<file path="src/hdl/frwr_pkg.sv">
`default_nettype none

package frwr_pkg;

    localparam int STORE_BYTES_DEF   = 32;
    localparam int MAX_REGISTERS_DEF = 8;

    // configuration port
    localparam int CFG_AW = 4;
    localparam int CFG_DW = 32;

    localparam logic [1:0] REG_FRAMED = 2'd0;
    localparam logic [1:0] REG_COUNT  = 2'd1;
    localparam logic [1:0] REG_SIZES  = 2'd2;

    localparam logic        FRAMED_RST = 1'b1;
    localparam logic [3:0]  COUNT_RST  = 4'd8;
    localparam logic [23:0] SIZES_RST  = 24'h924924;

    // input operations
    localparam logic [1:0] OP_RX   = 2'd0;
    localparam logic [1:0] OP_READ = 2'd1;
    localparam logic [1:0] OP_DUMP = 2'd2;
    localparam logic [1:0] OP_NONE = 2'd3;

    // result status codes
    localparam logic [2:0] RES_CONSUMED  = 3'd0;
    localparam logic [2:0] RES_WRITTEN   = 3'd1;
    localparam logic [2:0] RES_FRAME_END = 3'd2;
    localparam logic [2:0] RES_BAD_ID    = 3'd3;
    localparam logic [2:0] RES_READ      = 3'd4;
    localparam logic [2:0] RES_TX        = 3'd5;

    localparam logic [7:0] FRAME_OPEN  = 8'hFF;
    localparam logic [7:0] FRAME_CLOSE = 8'hFE;

    typedef struct packed {
        logic        framed;
        logic [3:0]  count;
        logic [23:0] sizes;
    } cfg_t;

    typedef struct packed {
        logic rx_step;
        logic load_plain;
        logic read_start;
        logic read_issue;
        logic read_emit;
        logic dump_start;
        logic dump_open;
        logic dump_id;
        logic dump_fetch;
        logic dump_data;
        logic dump_close;
    } cmd_t;

    typedef struct packed {
        logic out_free;
        logic byte_last;
        logic reg_last;
    } stat_t;

    // size field of register r, 0 taken as 1 and 5..7 as 4
    function automatic logic [2:0] reg_size(input logic [23:0] sizes, input logic [2:0] r);
        logic [2:0] s;
        s = 3'(sizes >> (5'(r) * 5'd3));
        if (s == 3'd0)
        begin
            s = 3'd1;
        end
        else if (s > 3'd4)
        begin
            s = 3'd4;
        end
        return s;
    endfunction

    function automatic logic [3:0] reg_count(input logic [3:0] c, input logic [3:0] max_r);
        logic [3:0] v;
        v = c;
        if (v == 4'd0)
        begin
            v = 4'd1;
        end
        else if (v > max_r)
        begin
            v = max_r;
        end
        return v;
    endfunction

    // byte offset of register r: sum of the sizes below it
    function automatic logic [5:0] reg_offset(input logic [23:0] sizes, input logic [2:0] r);
        logic [5:0] sum;
        sum = 6'd0;
        for (int i = 0; i < 8; i++)
        begin
            if (3'(i) < r)
            begin
                sum = sum + 6'(reg_size(sizes, 3'(i)));
            end
        end
        return sum;
    endfunction

endpackage

`default_nettype wire

</file>
<file path="src/hdl/frwr_if.sv">
`default_nettype none

interface frwr_in_if;
    logic       valid;
    logic       ready;
    logic [1:0] op;
    logic [7:0] rx_byte;
    logic [2:0] reg_num;

    modport source (output valid, output op, output rx_byte, output reg_num, input ready);
    modport sink   (input valid, input op, input rx_byte, input reg_num, output ready);
endinterface

interface frwr_out_if;
    logic        valid;
    logic        ready;
    logic [2:0]  status;
    logic [7:0]  tx_byte;
    logic [31:0] read_value;
    logic [7:0]  updated_mask;
    logic        last;

    modport source (output valid, output status, output tx_byte, output read_value,
                    output updated_mask, output last, input ready);
    modport sink   (input valid, input status, input tx_byte, input read_value,
                    input updated_mask, input last, output ready);
endinterface

`default_nettype wire

</file>
<file path="src/hdl/frwr_cfg_regs.sv">
`default_nettype none

module frwr_cfg_regs
(
    input  wire logic                       clk,
    input  wire logic                       rst_n,
    input  wire logic                       psel,
    input  wire logic                       penable,
    input  wire logic                       pwrite,
    input  wire logic [frwr_pkg::CFG_AW-1:0] paddr,
    input  wire logic [frwr_pkg::CFG_DW-1:0] pwdata,
    output logic      [frwr_pkg::CFG_DW-1:0] prdata,
    output logic                            pready,
    output frwr_pkg::cfg_t                  cfg
);

    logic        framed_reg;
    logic [3:0]  count_reg;
    logic [23:0] sizes_reg;
    logic        wr_en;
    logic [1:0]  reg_idx;

    assign pready  = 1'b1;
    assign wr_en   = psel && penable && pwrite && pready;
    assign reg_idx = paddr[3:2];

    always_ff @(posedge clk or negedge rst_n)
    begin
        if (!rst_n)
        begin
            framed_reg <= frwr_pkg::FRAMED_RST;
            count_reg  <= frwr_pkg::COUNT_RST;
            sizes_reg  <= frwr_pkg::SIZES_RST;
        end
        else if (wr_en)
        begin
            if (reg_idx == frwr_pkg::REG_FRAMED)
            begin
                framed_reg <= pwdata[0];
            end
            if (reg_idx == frwr_pkg::REG_COUNT)
            begin
                count_reg <= pwdata[3:0];
            end
            if (reg_idx == frwr_pkg::REG_SIZES)
            begin
                sizes_reg <= pwdata[23:0];
            end
        end
    end

    always_comb
    begin
        prdata = '0;
        unique case (reg_idx)
            frwr_pkg::REG_FRAMED: prdata = {31'd0, framed_reg};
            frwr_pkg::REG_COUNT:  prdata = {28'd0, count_reg};
            frwr_pkg::REG_SIZES:  prdata = {8'd0, sizes_reg};
            default:              prdata = '0;
        endcase
    end

    assign cfg.framed = framed_reg;
    assign cfg.count  = count_reg;
    assign cfg.sizes  = sizes_reg;

endmodule

`default_nettype wire

</file>
<file path="src/hdl/frwr_ctrl.sv">
`default_nettype none

module frwr_ctrl
(
    input  wire logic            clk,
    input  wire logic            rst_n,
    input  wire logic            in_valid,
    input  wire logic [1:0]      in_op,
    output logic                 in_ready,
    input  wire frwr_pkg::stat_t stat,
    output frwr_pkg::cmd_t       cmd
);

    typedef enum logic [7:0] {
        ST_IDLE       = 8'b0000_0001,
        ST_READ_ISSUE = 8'b0000_0010,
        ST_READ_WAIT  = 8'b0000_0100,
        ST_D_OPEN     = 8'b0000_1000,
        ST_D_ID       = 8'b0001_0000,
        ST_D_FETCH    = 8'b0010_0000,
        ST_D_DATA     = 8'b0100_0000,
        ST_D_CLOSE    = 8'b1000_0000
    } state_t;

    state_t state_reg;
    state_t state_next;

    always_ff @(posedge clk or negedge rst_n)
    begin
        if (!rst_n)
        begin
            state_reg <= ST_IDLE;
        end
        else
        begin
            state_reg <= state_next;
        end
    end

    always_comb
    begin
        state_next = state_reg;
        cmd        = '0;
        in_ready   = 1'b0;
        unique case (state_reg)
            ST_IDLE:
            begin
                in_ready = stat.out_free;
                if (in_valid && stat.out_free)
                begin
                    unique case (in_op)
                        frwr_pkg::OP_RX:   cmd.rx_step = 1'b1;
                        frwr_pkg::OP_READ:
                        begin
                            cmd.read_start = 1'b1;
                            state_next     = ST_READ_ISSUE;
                        end
                        frwr_pkg::OP_DUMP:
                        begin
                            cmd.dump_start = 1'b1;
                            state_next     = ST_D_OPEN;
                        end
                        frwr_pkg::OP_NONE: cmd.load_plain = 1'b1;
                    endcase
                end
            end
            ST_READ_ISSUE:
            begin
                cmd.read_issue = 1'b1;
                if (stat.byte_last)
                begin
                    state_next = ST_READ_WAIT;
                end
            end
            ST_READ_WAIT:
            begin
                if (stat.out_free)
                begin
                    cmd.read_emit = 1'b1;
                    state_next    = ST_IDLE;
                end
            end
            ST_D_OPEN:
            begin
                if (stat.out_free)
                begin
                    cmd.dump_open = 1'b1;
                    state_next    = ST_D_ID;
                end
            end
            ST_D_ID:
            begin
                if (stat.out_free)
                begin
                    cmd.dump_id = 1'b1;
                    state_next  = ST_D_FETCH;
                end
            end
            ST_D_FETCH:
            begin
                cmd.dump_fetch = 1'b1;
                state_next     = ST_D_DATA;
            end
            ST_D_DATA:
            begin
                if (stat.out_free)
                begin
                    cmd.dump_data = 1'b1;
                    if (!stat.byte_last)
                    begin
                        state_next = ST_D_FETCH;
                    end
                    else if (stat.reg_last)
                    begin
                        state_next = ST_D_CLOSE;
                    end
                    else
                    begin
                        state_next = ST_D_ID;
                    end
                end
            end
            ST_D_CLOSE:
            begin
                if (stat.out_free)
                begin
                    cmd.dump_close = 1'b1;
                    state_next     = ST_IDLE;
                end
            end
            default: state_next = ST_IDLE;
        endcase
    end

endmodule

`default_nettype wire

</file>
<file path="src/hdl/frwr_datapath.sv">
`default_nettype none

module frwr_datapath
#(
    parameter int STORE_BYTES   = frwr_pkg::STORE_BYTES_DEF,
    parameter int MAX_REGISTERS = frwr_pkg::MAX_REGISTERS_DEF
)
(
    input  wire logic            clk,
    input  wire logic            rst_n,
    input  wire frwr_pkg::cfg_t  cfg,
    input  wire frwr_pkg::cmd_t  cmd,
    output frwr_pkg::stat_t      stat,
    input  wire logic [7:0]      in_rx_byte,
    input  wire logic [2:0]      in_reg_num,
    input  wire logic            out_ready,
    output logic                 out_valid,
    output logic [2:0]           out_status,
    output logic [7:0]           out_tx_byte,
    output logic [31:0]          out_read_value,
    output logic [7:0]           out_updated_mask,
    output logic                 out_last
);

    localparam int         AW        = $clog2(STORE_BYTES);
    localparam logic [6:0] STORE_LIM = 7'(STORE_BYTES);
    localparam logic [3:0] MAX_R     = 4'(MAX_REGISTERS);

    typedef enum logic [2:0] {
        PH_IDLE    = 3'b001,
        PH_ID      = 3'b010,
        PH_PAYLOAD = 3'b100
    } phase_t;

    // parser state
    phase_t     phase_reg, phase_next;
    logic [2:0] cur_reg, cur_next;
    logic [2:0] left_reg, left_next;
    logic [5:0] boff_reg, boff_next;
    logic [7:0] upd_reg, upd_next;

    // byte store, one valid bit per entry so unwritten bytes read zero
    logic [7:0]             mem [STORE_BYTES];
    logic [STORE_BYTES-1:0] valid_reg;
    logic [7:0]             rd_raw_reg;
    logic                   rd_ok_reg;
    logic [7:0]             rd_byte;
    logic                   wr_en;
    logic                   rd_en;

    // read / dump sequencer
    logic [5:0]  addr_reg, addr_next;
    logic [1:0]  j_reg, j_next;
    logic [2:0]  n_reg, n_next;
    logic [2:0]  r_reg, r_next;
    logic        inrange_reg, inrange_next;
    logic [31:0] acc_reg, acc_next;
    logic        pend_reg, pend_next;
    logic [1:0]  lane_reg, lane_next;
    logic [31:0] rd_shift;
    logic [31:0] acc_view;

    // result register
    logic        out_valid_reg, out_valid_next;
    logic [2:0]  out_status_reg, out_status_next;
    logic [7:0]  out_tx_reg, out_tx_next;
    logic [31:0] out_rv_reg, out_rv_next;
    logic [7:0]  out_mask_reg, out_mask_next;
    logic        out_last_reg, out_last_next;

    logic [3:0]  cnt;
    logic        id_ok;
    logic        do_start;
    logic [2:0]  left_dec;
    logic [2:0]  rx_status;
    logic        load;

    assign cnt      = frwr_pkg::reg_count(cfg.count, MAX_R);
    assign id_ok    = {4'd0, cnt} > in_rx_byte;
    assign left_dec = left_reg - 3'd1;
    assign rd_byte  = rd_ok_reg ? rd_raw_reg : 8'd0;
    assign rd_shift = {24'd0, rd_byte} << {lane_reg, 3'b000};
    assign acc_view = acc_reg | (pend_reg ? rd_shift : 32'd0);

    // receive parser
    always_comb
    begin
        phase_next = phase_reg;
        cur_next   = cur_reg;
        left_next  = left_reg;
        boff_next  = boff_reg;
        upd_next   = upd_reg;
        rx_status  = frwr_pkg::RES_CONSUMED;
        wr_en      = 1'b0;
        do_start   = 1'b0;
        if (cmd.rx_step)
        begin
            unique case (phase_reg)
                PH_PAYLOAD:
                begin
                    wr_en     = {1'b0, boff_reg} < STORE_LIM;
                    boff_next = boff_reg + 6'd1;
                    left_next = left_dec;
                    if (left_dec == 3'd0)
                    begin
                        upd_next   = upd_reg | (8'd1 << cur_reg);
                        phase_next = cfg.framed ? PH_ID : PH_IDLE;
                        rx_status  = frwr_pkg::RES_WRITTEN;
                    end
                end
                PH_ID:
                begin
                    if (!cfg.framed)
                    begin
                        do_start = 1'b1;
                    end
                    else if (in_rx_byte == frwr_pkg::FRAME_CLOSE)
                    begin
                        phase_next = PH_IDLE;
                        rx_status  = frwr_pkg::RES_FRAME_END;
                    end
                    else
                    begin
                        do_start = 1'b1;
                    end
                end
                PH_IDLE:
                begin
                    if (!cfg.framed)
                    begin
                        do_start = 1'b1;
                    end
                    else if (in_rx_byte == frwr_pkg::FRAME_OPEN)
                    begin
                        upd_next   = 8'd0;
                        phase_next = PH_ID;
                    end
                end
                default: phase_next = PH_IDLE;
            endcase
            if (do_start)
            begin
                if (id_ok)
                begin
                    cur_next   = in_rx_byte[2:0];
                    left_next  = frwr_pkg::reg_size(cfg.sizes, in_rx_byte[2:0]);
                    boff_next  = frwr_pkg::reg_offset(cfg.sizes, in_rx_byte[2:0]);
                    phase_next = PH_PAYLOAD;
                end
                else
                begin
                    phase_next = PH_IDLE;
                    rx_status  = frwr_pkg::RES_BAD_ID;
                end
            end
        end
    end

    // read and dump sequencing
    always_comb
    begin
        addr_next    = addr_reg;
        j_next       = j_reg;
        n_next       = n_reg;
        r_next       = r_reg;
        inrange_next = inrange_reg;
        acc_next     = acc_reg;
        pend_next    = 1'b0;
        lane_next    = lane_reg;
        rd_en        = 1'b0;
        if (pend_reg)
        begin
            acc_next = acc_view;
        end
        if (cmd.read_start)
        begin
            addr_next    = frwr_pkg::reg_offset(cfg.sizes, in_reg_num);
            n_next       = frwr_pkg::reg_size(cfg.sizes, in_reg_num);
            j_next       = 2'd0;
            inrange_next = {1'b0, in_reg_num} < cnt;
            acc_next     = 32'd0;
        end
        if (cmd.read_issue)
        begin
            rd_en     = 1'b1;
            addr_next = addr_reg + 6'd1;
            j_next    = j_reg + 2'd1;
            pend_next = 1'b1;
            lane_next = j_reg;
        end
        if (cmd.dump_start)
        begin
            addr_next = 6'd0;
            j_next    = 2'd0;
            r_next    = 3'd0;
            n_next    = frwr_pkg::reg_size(cfg.sizes, 3'd0);
        end
        if (cmd.dump_fetch)
        begin
            rd_en = 1'b1;
        end
        if (cmd.dump_data)
        begin
            addr_next = addr_reg + 6'd1;
            if (stat.byte_last)
            begin
                j_next = 2'd0;
                r_next = r_reg + 3'd1;
                n_next = frwr_pkg::reg_size(cfg.sizes, r_reg + 3'd1);
            end
            else
            begin
                j_next = j_reg + 2'd1;
            end
        end
    end

    assign stat.byte_last = j_reg == 2'(n_reg - 3'd1);
    assign stat.reg_last  = {1'b0, r_reg} == (cnt - 4'd1);
    assign stat.out_free  = !out_valid_reg || out_ready;

    // result register
    assign load = cmd.rx_step || cmd.load_plain || cmd.read_emit || cmd.dump_open
                  || cmd.dump_id || cmd.dump_data || cmd.dump_close;

    always_comb
    begin
        out_status_next = out_status_reg;
        out_tx_next     = out_tx_reg;
        out_rv_next     = out_rv_reg;
        out_mask_next   = out_mask_reg;
        out_last_next   = out_last_reg;
        out_valid_next  = out_ready ? 1'b0 : out_valid_reg;
        if (load)
        begin
            out_valid_next  = 1'b1;
            out_mask_next   = upd_next;
            out_tx_next     = 8'd0;
            out_rv_next     = 32'd0;
            out_last_next   = cmd.rx_step || cmd.load_plain || cmd.read_emit || cmd.dump_close;
            out_status_next = frwr_pkg::RES_TX;
            if (cmd.rx_step)
            begin
                out_status_next = rx_status;
            end
            if (cmd.load_plain)
            begin
                out_status_next = frwr_pkg::RES_CONSUMED;
            end
            if (cmd.read_emit)
            begin
                out_status_next = frwr_pkg::RES_READ;
                out_rv_next     = inrange_reg ? acc_view : 32'd0;
            end
            if (cmd.dump_open)
            begin
                out_tx_next = frwr_pkg::FRAME_OPEN;
            end
            if (cmd.dump_id)
            begin
                out_tx_next = {5'd0, r_reg};
            end
            if (cmd.dump_data)
            begin
                out_tx_next = rd_byte;
            end
            if (cmd.dump_close)
            begin
                out_tx_next = frwr_pkg::FRAME_CLOSE;
            end
        end
    end

    // store array
    always_ff @(posedge clk)
    begin
        if (wr_en)
        begin
            mem[boff_reg[AW-1:0]] <= in_rx_byte;
        end
        if (rd_en)
        begin
            rd_raw_reg <= mem[addr_reg[AW-1:0]];
        end
    end

    always_ff @(posedge clk or negedge rst_n)
    begin
        if (!rst_n)
        begin
            valid_reg     <= '0;
            rd_ok_reg     <= 1'b0;
            phase_reg     <= PH_IDLE;
            cur_reg       <= 3'd0;
            left_reg      <= 3'd0;
            boff_reg      <= 6'd0;
            upd_reg       <= 8'd0;
            addr_reg      <= 6'd0;
            j_reg         <= 2'd0;
            n_reg         <= 3'd1;
            r_reg         <= 3'd0;
            inrange_reg   <= 1'b0;
            pend_reg      <= 1'b0;
            lane_reg      <= 2'd0;
            out_valid_reg <= 1'b0;
        end
        else
        begin
            if (wr_en)
            begin
                valid_reg[boff_reg[AW-1:0]] <= 1'b1;
            end
            if (rd_en)
            begin
                rd_ok_reg <= valid_reg[addr_reg[AW-1:0]] && ({1'b0, addr_reg} < STORE_LIM);
            end
            phase_reg     <= phase_next;
            cur_reg       <= cur_next;
            left_reg      <= left_next;
            boff_reg      <= boff_next;
            upd_reg       <= upd_next;
            addr_reg      <= addr_next;
            j_reg         <= j_next;
            n_reg         <= n_next;
            r_reg         <= r_next;
            inrange_reg   <= inrange_next;
            pend_reg      <= pend_next;
            lane_reg      <= lane_next;
            out_valid_reg <= out_valid_next;
        end
    end

    always_ff @(posedge clk)
    begin
        acc_reg        <= acc_next;
        out_status_reg <= out_status_next;
        out_tx_reg     <= out_tx_next;
        out_rv_reg     <= out_rv_next;
        out_mask_reg   <= out_mask_next;
        out_last_reg   <= out_last_next;
    end

    assign out_valid        = out_valid_reg;
    assign out_status       = out_status_reg;
    assign out_tx_byte      = out_tx_reg;
    assign out_read_value   = out_rv_reg;
    assign out_updated_mask = out_mask_reg;
    assign out_last         = out_last_reg;

`ifndef NO_ASSERTIONS
    a_no_overwrite: assert property (@(posedge clk) disable iff (!rst_n)
        load |-> (!out_valid_reg || out_ready))
        else $error("result register loaded while a result is still waiting");

    a_payload_left: assert property (@(posedge clk) disable iff (!rst_n)
        (phase_reg == PH_PAYLOAD) |-> (left_reg != 3'd0))
        else $error("payload phase with no bytes left");

    a_open_clears: assert property (@(posedge clk) disable iff (!rst_n)
        (cmd.rx_step && phase_reg == PH_IDLE && cfg.framed
         && in_rx_byte == frwr_pkg::FRAME_OPEN)
        |=> (upd_reg == 8'd0 && phase_reg == PH_ID))
        else $error("frame open did not clear the updated mask");
`endif

endmodule

`default_nettype wire

</file>
<file path="src/hdl/framed_register_write_receiver_core.sv">
// Framed register write receiver.
// in_ch carries items {op, rx_byte, reg_num}; out_ch returns result items
// {status, tx_byte, read_value, updated_mask, last}; last marks the final
// result of each input item. Both channels move an item when valid and ready
// are high at a rising edge. The APB port holds framed_mode (0x0),
// register_count (0x4) and register_sizes (0x8); pready is tied high.
// Timing, with the receiver always ready:
//   received byte / unused op: one result, valid the cycle after acceptance;
//     one item per cycle, set by the single result register.
//   read: one store read per cycle for each of the n register bytes, then
//     one result with the value. dump: open byte, each register's id and
//     data bytes, close byte; each data byte is fetched, then emitted.
// in_ch.ready is high only when no read or dump is running and the result
// register is empty or being taken; a stalled receiver holds the pending
// result and the block accepts nothing further until it is taken.
// Reset clears the store (reads return zero until written), the parser and
// updated mask, and loads the register defaults (framed, 8 registers of 4).
`default_nettype none

module framed_register_write_receiver_core
#(
    parameter int STORE_BYTES   = frwr_pkg::STORE_BYTES_DEF,
    parameter int MAX_REGISTERS = frwr_pkg::MAX_REGISTERS_DEF
)
(
    input  wire logic                        clk,
    input  wire logic                        rst_n,
    frwr_in_if.sink                          in_ch,
    frwr_out_if.source                       out_ch,
    input  wire logic                        psel,
    input  wire logic                        penable,
    input  wire logic                        pwrite,
    input  wire logic [frwr_pkg::CFG_AW-1:0] paddr,
    input  wire logic [frwr_pkg::CFG_DW-1:0] pwdata,
    output logic      [frwr_pkg::CFG_DW-1:0] prdata,
    output logic                             pready
);

    frwr_pkg::cfg_t  cfg;
    frwr_pkg::cmd_t  cmd;
    frwr_pkg::stat_t stat;

    // configuration registers
    frwr_cfg_regs u_cfg
    (
        .clk     (clk),
        .rst_n   (rst_n),
        .psel    (psel),
        .penable (penable),
        .pwrite  (pwrite),
        .paddr   (paddr),
        .pwdata  (pwdata),
        .prdata  (prdata),
        .pready  (pready),
        .cfg     (cfg)
    );

    // op sequencer: accepts items, steps reads and dumps
    frwr_ctrl u_ctrl
    (
        .clk      (clk),
        .rst_n    (rst_n),
        .in_valid (in_ch.valid),
        .in_op    (in_ch.op),
        .in_ready (in_ch.ready),
        .stat     (stat),
        .cmd      (cmd)
    );

    // parser, byte store and result register
    frwr_datapath #(
        .STORE_BYTES   (STORE_BYTES),
        .MAX_REGISTERS (MAX_REGISTERS)
    ) u_dp
    (
        .clk              (clk),
        .rst_n            (rst_n),
        .cfg              (cfg),
        .cmd              (cmd),
        .stat             (stat),
        .in_rx_byte       (in_ch.rx_byte),
        .in_reg_num       (in_ch.reg_num),
        .out_ready        (out_ch.ready),
        .out_valid        (out_ch.valid),
        .out_status       (out_ch.status),
        .out_tx_byte      (out_ch.tx_byte),
        .out_read_value   (out_ch.read_value),
        .out_updated_mask (out_ch.updated_mask),
        .out_last         (out_ch.last)
    );

endmodule

`default_nettype wire

</file>
<file path="src/flat_wrapper.sv">
// flat-port wrapper written by rule: the top's interface ports become plain ports
module framed_register_write_receiver_core_flat 
#(
    parameter int STORE_BYTES   = frwr_pkg::STORE_BYTES_DEF,
    parameter int MAX_REGISTERS = frwr_pkg::MAX_REGISTERS_DEF
)
  (clk, rst_n, psel, penable, pwrite, paddr, pwdata, prdata, pready, in_ch_valid, in_ch_op, in_ch_rx_byte, in_ch_reg_num, in_ch_ready, out_ch_valid, out_ch_status, out_ch_tx_byte, out_ch_read_value, out_ch_updated_mask, out_ch_last, out_ch_ready);
  frwr_in_if in_ch_i ();
  frwr_out_if out_ch_i ();
  input  wire logic clk;
  input  wire logic rst_n;
  input  wire logic psel;
  input  wire logic penable;
  input  wire logic pwrite;
  input  wire logic [frwr_pkg::CFG_AW-1:0] paddr;
  input  wire logic [frwr_pkg::CFG_DW-1:0] pwdata;
  output logic      [frwr_pkg::CFG_DW-1:0] prdata;
  output logic pready;
  input wire logic [$bits(in_ch_i.valid)-1:0] in_ch_valid;
  input wire logic [$bits(in_ch_i.op)-1:0] in_ch_op;
  input wire logic [$bits(in_ch_i.rx_byte)-1:0] in_ch_rx_byte;
  input wire logic [$bits(in_ch_i.reg_num)-1:0] in_ch_reg_num;
  output wire logic [$bits(in_ch_i.ready)-1:0] in_ch_ready;
  output wire logic [$bits(out_ch_i.valid)-1:0] out_ch_valid;
  output wire logic [$bits(out_ch_i.status)-1:0] out_ch_status;
  output wire logic [$bits(out_ch_i.tx_byte)-1:0] out_ch_tx_byte;
  output wire logic [$bits(out_ch_i.read_value)-1:0] out_ch_read_value;
  output wire logic [$bits(out_ch_i.updated_mask)-1:0] out_ch_updated_mask;
  output wire logic [$bits(out_ch_i.last)-1:0] out_ch_last;
  input wire logic [$bits(out_ch_i.ready)-1:0] out_ch_ready;
  assign in_ch_i.valid = in_ch_valid;
  assign in_ch_i.op = in_ch_op;
  assign in_ch_i.rx_byte = in_ch_rx_byte;
  assign in_ch_i.reg_num = in_ch_reg_num;
  assign in_ch_ready = in_ch_i.ready;
  assign out_ch_valid = out_ch_i.valid;
  assign out_ch_status = out_ch_i.status;
  assign out_ch_tx_byte = out_ch_i.tx_byte;
  assign out_ch_read_value = out_ch_i.read_value;
  assign out_ch_updated_mask = out_ch_i.updated_mask;
  assign out_ch_last = out_ch_i.last;
  assign out_ch_i.ready = out_ch_ready;
  framed_register_write_receiver_core #(.STORE_BYTES(STORE_BYTES), .MAX_REGISTERS(MAX_REGISTERS)) u_core (.clk(clk), .rst_n(rst_n), .in_ch(in_ch_i), .out_ch(out_ch_i), .psel(psel), .penable(penable), .pwrite(pwrite), .paddr(paddr), .pwdata(pwdata), .prdata(prdata), .pready(pready));
endmodule
</file>
<file path="config.mk">
export PLATFORM = sky130hd
export DESIGN_NAME = framed_register_write_receiver_core_flat
export DESIGN_NICKNAME = d
export VERILOG_FILES = /design/src/hdl/frwr_pkg.sv /design/src/hdl/frwr_if.sv /design/src/hdl/frwr_cfg_regs.sv /design/src/hdl/frwr_ctrl.sv /design/src/hdl/frwr_datapath.sv /design/src/hdl/framed_register_write_receiver_core.sv /design/src/flat_wrapper.sv
export SDC_FILE = /design/constraint.sdc
export NUM_CORES = 1
export LEC_CHECK = 0
export BUFFER_PORTS_ARGS = -buffer_cell sky130_fd_sc_hd__buf_2
export CORE_MARGIN = 3
export CORE_UTILIZATION = 46
export CTS_BUF_LIST = sky130_fd_sc_hd__clkbuf_8
export DETAILED_ROUTE_END_ITERATION = 10
export HOLD_SLACK_MARGIN = 0.05
export MAX_ROUTING_LAYER = met4
export PLACE_DENSITY = 0.66
export RECOVER_POWER = 100
export SLEW_MARGIN = 10
export SYNTH_ARGS = -nofsm -noshare
export SYNTH_HDL_FRONTEND = slang
export SYNTH_SLANG_ARGS = --single-unit
</file>
<file path="constraint.sdc">
create_clock -name clk -period 5.7 [get_ports clk]
set_input_delay 0.285 -clock clk [delete_from_list [all_inputs] [get_ports clk]]
set_output_delay 0.285 -clock clk [all_outputs]
set_load 0.005 [all_outputs]
</file>
-- Word-level counts from Yosys, hierarchy flattened
Memories as Yosys holds them, arrays and structs flattened. A register that Yosys moved wholly into a read port is not among the register bits.
Index checks and enable logic that the tools add are counted.
Widths: inputs -> output; s select.
- register bits: 196
- bits in writable memories: 256
- input port bits: 56
- output and inout bits: 87
- logic and storage cells: 373
- memories: 1
- $add $sub $neg: 21
- multiply operators: 3
- magnitude comparators: 35
- equal/unequal tests: 32
- shifts and indexed selects: 5
- muxes and demuxes: 204
- bitwise logic cells: 4
- reduce and logical (&&, ||, !) cells: 41
- memory list (memory ; depth ; bits a word ; read ports ; clocked after memory_dff ; wr ports ; RTL line ; RTL):
    u_core.u_dp.mem ; 32 ; 8 ; 1 ; 1 ; 1 ; frwr_datapath.sv:43 ; logic [7:0] mem [STORE_BYTES];
- operator list (cell ; count):
    $mux 6 ; 49
    $mux 3 ; 89
    $mux 8 ; 16
    $add 6x3->6 ; 14
    $pmux 24 s3 ; 1
    $shr 24x5->3 ; 3
    $or 32x32->32 ; 2
    $pmux 8 s7 ; 1
    $logic_not 3->1 ; 12
    $gt 3x3->1 const B ; 11
    $mux 32 ; 1
    $pmux 8 s2 ; 2
    $shl 8x5->32 ; 1
    $mux 1 ; 30
    $eq 8x8->1 const B ; 3
    $lt 3x3->1 const A ; 8
    $mux 2 ; 8
    $mul 3x2->5 const B ; 3
    $add 6x1->6 const B ; 2
    $lt 1x3->1 const A ; 4
    $lt 2x3->1 const A ; 4
    $lt 5x6->1 const B ; 2
    $lt 6x6->1 const B ; 2
    $ne 2x2->1 const B ; 5
    49 further kinds ; 72

-- Logic depth before layout (Yosys ltp)
- depth after elaboration: 42
- gate-level depth with buffers: 30

-- By module
From an unflattened synthesis, not the netlist that was laid out.
- cells, all modules: 1555
- area, all modules: 21664.5 sq um
- by module, submodules not included (module ; instances ; cells each ; area an instance (sq um) ; seq. area each (sq um)):
    frwr_datapath ; 1 ; 1368 ; 19568.8 ; 11984.0
    frwr_cfg_regs ; 1 ; 106 ; 1406.3 ; 738.2
    frwr_ctrl ; 1 ; 81 ; 689.4 ; 201.4

-- Least setup slack after synthesis
Ideal clock, no wire load.
- kind: input to register
- from: input in_ch_rx_byte[1]
- to: register u_core.u_dp.boff_reg[5]
- data arrival time: 6.207 ns
- slack: -0.633 ns
- cell stages on the path: 28
- path through: buf_2 or2_1 clkbuf_1 nor2_1 nor2b_1 ha_1 fa_1 nand2_1 o21ai_0 fa_1 inv_1 o22ai_1 inv_1 fa_1 nand2_1 o21a_1 fa_1 mux2_2 fa_1 mux2_2 ha_1 a21o_1 a21oi_1 or2_2 nand3b_1 mux2i_1 xor2_1 a221o_1
- longest elaborated chain between the ends: 39
- elaborated cells on any way between the ends: 52
- those cells by class: 7 x add/sub; 9 x order compare; 1 x eq/ne; 35 x mux
- ends and longest elaborated chain (what ; RTL line ; RTL):
    start, declared ; flat_wrapper.sv:21 ; input wire logic [$bits(in_ch_i.rx_byte)-1:0] in_ch_rx_byte;
    $lt 1x3->1 ; frwr_pkg.sv:98 ; if (3'(i) < r)
    $mux 3 ; frwr_pkg.sv:98 ;
    $mux 6 ; frwr_datapath.sv:143 ; if (id_ok)
    $mux 6 ; frwr_datapath.sv:141 ; if (do_start)
    $mux 6 ; frwr_datapath.sv:96 ; if (cmd.rx_step)
    $add 6x3->6 ; frwr_pkg.sv:100 ; sum = sum + 6'(reg_size(sizes, 3'(i)));
    $mux 6 ; frwr_pkg.sv:98 ;
    $mux 6 ; frwr_datapath.sv:143 ;
    [23 not listed] ; -- ;
    $mux 6 ; frwr_pkg.sv:98 ;
    $mux 6 ; frwr_datapath.sv:143 ;
    $mux 6 ; frwr_datapath.sv:141 ;
    $mux 6 ; frwr_datapath.sv:96 ;
    $add 6x3->6 ; frwr_pkg.sv:100 ;
    $mux 6 ; frwr_pkg.sv:98 ;
    $mux 6 ; frwr_datapath.sv:143 ;
    $mux 6 (*) ; frwr_datapath.sv:141 ;
    end signal, assigned ; frwr_datapath.sv:320 ; boff_reg <= boff_next;
    end, declared ; frwr_datapath.sv:39 ; logic [5:0] boff_reg, boff_next;
Mark *: on every way between the ends. The rest lies on a longest branch, timed or not. The select of a mux whose other input is x is not followed.
A chain may end at the register's enable or synchronous reset.

-- Worst setup path after layout
- from: register u_core.u_cfg.sizes_reg[2]
- to: register u_core.u_dp.boff_reg[5]
- longest elaborated chain between the ends: 41
- elaborated cells on any way between the ends: 42
- those cells by class: 7 x add/sub; 1 x order compare; 33 x mux; 1 x reduce/logical
- ends and longest elaborated chain (what ; RTL line ; RTL):
    start, declared ; frwr_cfg_regs.sv:19 ; logic [23:0] sizes_reg;
    start signal, assigned ; frwr_cfg_regs.sv:33 ; sizes_reg <= frwr_pkg::SIZES_RST;
    start signal, assigned ; frwr_cfg_regs.sv:47 ; sizes_reg <= pwdata[23:0];
    $gt 3x3->1 ; frwr_pkg.sv:71 ; else if (s > 3'd4)
    $mux 3 ; frwr_pkg.sv:71 ;
    $mux 3 (*) ; frwr_pkg.sv:67 ; if (s == 3'd0)
    $mux 3 (*) ; frwr_pkg.sv:98 ;
    $mux 6 (*) ; frwr_datapath.sv:143 ;
    $mux 6 (*) ; frwr_datapath.sv:141 ;
    $mux 6 (*) ; frwr_datapath.sv:96 ;
    $add 6x3->6 ; frwr_pkg.sv:100 ;
    [25 not listed] ; -- ;
    $mux 6 (*) ; frwr_pkg.sv:98 ;
    $mux 6 (*) ; frwr_datapath.sv:143 ;
    $mux 6 (*) ; frwr_datapath.sv:141 ;
    $mux 6 (*) ; frwr_datapath.sv:96 ;
    $add 6x3->6 ; frwr_pkg.sv:100 ;
    $mux 6 (*) ; frwr_pkg.sv:98 ;
    $mux 6 (*) ; frwr_datapath.sv:143 ;
    $mux 6 (*) ; frwr_datapath.sv:141 ;
Marked as above.

==> qor.txt <==
status - complete, but fails checks
Num CTS Buffers - 75
Final setup viols - 5
pwr/cell area - 465 nW/um^2
ys flop type - edfxtp_1
Post-Syn Area - 21900 sq um
Filler cells - 3751
sequential share of the synthesized area - 59.1%
core area - 46800 sq um
antenna violations before repair - 1
DRC errors left - 0
minimum clock period - 5840 ps
Max IR drop VDD - 0.199 mV
worst-margin pin slew - 1720 ps
max FFs per register - 256
Clock Latency Late Sink - 670 ps
1st-pass router iterations - 7
crit path buf inv count - 2
crit end category - register
Die Span Y - 224 microns
Layout area overhead - 16.8%
Mapped Cells - 1585
failing checks - capacitance limit, slew limit, setup timing
clock sinks - 459
fin. max-slew vios - 175
CTS tree - yes
critical path required time - 6240 ps
Slowest-stage cell, CP - dfstp_2
DR vias - 14200
Worst path top cell family by delay - adder cells
CP dominant cell by count - fa_2
layout cells sized above 1 - 31.9%
Register Area - 12900 sq um
worst-path fanout max - 3
num rows - 79
syn avg cell area - 13.8 sq um
Avg Vias per Cell - 5.72
RePlAce Congestion - 0.860
dpl hpwl - 35300 microns
arrival time worst endpoint - 6370 ps
root buf cell - clkbuf_8
Routed WL per cell - 21.5 microns
first-pass GRT wire length - 82100 microns
number of global-route vias before repair - 14200
worst rel slew slack - -14.8%
Routed WL - 53500 microns
Non-Filler Instances - 2483
final worst slack - -136 ps
Worst setup SP type - register
Yosys reg bits - 459
Min Hold Slack - 101 ps
io pins - 143
ant diodes - 0
area of the multi-input gates - 8740 sq um
unrepaired setup endpoints after global routing - true
Die X - 224 microns
CP peak stage delay - 550 ps
Total Power - 0.0119 W
clk_skew - 31.0 ps
LEAKAGE - 9.87 nW
die area - 50200 sq um
Clock transition at path regs - 60 ps
period utilization - 102%
Yosys cell types - 94
final net count - 1934
Yosys warning total - 0
Async SR Flop Fraction - 24.2%
port bufs - 123
Initial DRC Count - 1441
initial core utilization - 46.8%
clock buffer depth - 3
Post-synth EDFFs - 316
GRT Util Overall - 21.9%
Hold Vio Cnt, Final - 0
Setup WS pre-CTS - -391 ps
GR Overflow Total - 0
worst setup path category - register to register
DRT antenna net count - 0
Hold WC Path Type - input port to register
Max Cap Violations - 5
Max Clock Freq - 0.171 GHz
largest net degree at the start of global routing - 62
placed cells - 2307
H-tree depth - 3
[cells by family after synthesis]
group | after synthesis | share of synthesized area (%)
and+or+nand+nor | 464 | 10.4
muxes | 175 | 14.2
other | 2 | 0.0344
buffers and inverters | 125 | 2.67
xor gates and xnor gates | 36 | 1.55
AOI/OAI and AO/OA | 260 | 7.93
adders and majority gates | 64 | 4.08
DFF | 459 | 59.1
[worst paths after layout]
| check | from | to | slack (ps) | depth (start not counted) |
|---|---|---|---|---|
| min in group asynchronous | rst_n | u_core.u_cfg.sizes_reg[12] | 230 | 2 |
| max in group asynchronous | rst_n | u_core.u_dp.addr_reg[0] | 4060 | 3 |
| max | u_core.u_cfg.sizes_reg[2] | u_core.u_dp.boff_reg[5] | -140 | 25 |
| min reg2reg | u_core.u_dp.acc_reg[15] | u_core.u_dp.acc_reg[15] | 450 | 2 |
| max reg2reg | u_core.u_cfg.sizes_reg[2] | u_core.u_dp.boff_reg[5] | -140 | 25 |
| min | paddr[3] | u_core.u_cfg.framed_reg | 100 | 3 |
[worst min-delay path, stage by stage]
cell and delay [ps]:
buf_2 130, nor3_1 70, mux2_2 220
[report_power, final]
part           internal [W]  switching [W]  leakage (nW)
logic               0.00232        0.00234          4.48
clock network       0.00143        0.00133         0.840
registers           0.00402       0.000434          4.55
total               0.00778        0.00410          9.87
[final cells by class]
cell class | count | area share [%]
inverters | 38 | 0.559
multi-input cells | 1008 | 34.2
repair buffers | 232 | 5.94
flip-flops and latches | 459 | 50.6
well taps | 607 | 2.97
clock inverters | 57 | 1.26
clock buffers | 82 | 4.42
[metal layers]
metal  GRT usage (%)  part of all wire [%]  vias up
met3            5.65                   7.4       87
met5               -                     0        -
li1                -                     -     6443
met2            32.6                    46      508
met1            30.0                    44     7160
met4            6.54                   2.3        0
[synth_stat cells (all sizes together) (4+ instances only)]
cell    count  area [sq um]
edfxtp    316          9490
nor2      167           644
nand2     103           392
mux4      102          2300
dfrtp      98          2450
a21oi      68           363
o21ai      59           303
mux2       57           649
clkbuf     55           246
ha         52           651
or2        41           257
inv        37           139
buf        32           195
dfxtp      32           641
and2       30           188
a31oi      28           181
nand3      26           143
nor2b      24           150
xor2       20           183
mux2i      16           160
xnor2      16           155
nand2b     15          93.8
a211oi     14           125
nor3       14          85.1
dfstp      13           342
a21o       12          91.3
fa         12           240
o31ai      11          87.6
o211ai      9          67.6
o22ai       9          56.3
or3         9          56.3
nand4       7          43.8
nor4        6          37.5
a22o        5          43.8
nand3b      5          37.5
nor3b       5          42.5
a32o        4          40.0
o21a        4          31.3
o221ai      4          35.0
[placed cells by master, fill, tap and decap left out, types with 13 or more instances in the layout]
master and n:
nor2b_1 20, mux4_2 102, clkbuf_8 82, nand2b_1 14, dfstp_2 13, a31oi_1 27
dlygate4sd3_1 25, clkinv_1 13, and2_1 30, o21ai_0 47, dfxtp_1 32, mux2_2 47
nand3_1 24, nor2_1 158, buf_4 81, ha_1 41, or2_2 30, a21oi_1 59
dfrtp_1 96, nand2_1 100, xor2_1 18, mux2i_1 16, edfxtp_1 316, inv_1 60
buf_2 117
[per-stage QoR]
step	setup TNS [ps]	util (%)	area, sq um
after floorplan	-276	-	22000
after global placement	-759	50.2	23500
after detailed placement	-1750	50.2	23500
after CTS	-495	54.0	25200
after global routing	-1900	54.6	25500
final	-308	54.6	25500
[what timing repair did]
| action | 4_1_cts | 5_1_grt |
|---|---|---|
| cloned | 0 | 0 |
| hold buffers | 25 | 0 |
| endpoints found under the hold margin | 69 | 0 |
| resized for setup | 15 | 44 |
| setup buffers | 1 | 11 |
| endpoints found under the setup margin | 8 | 9 |
| pin swaps | 11 | 29 |
Power figures use the tool's default switching activity.
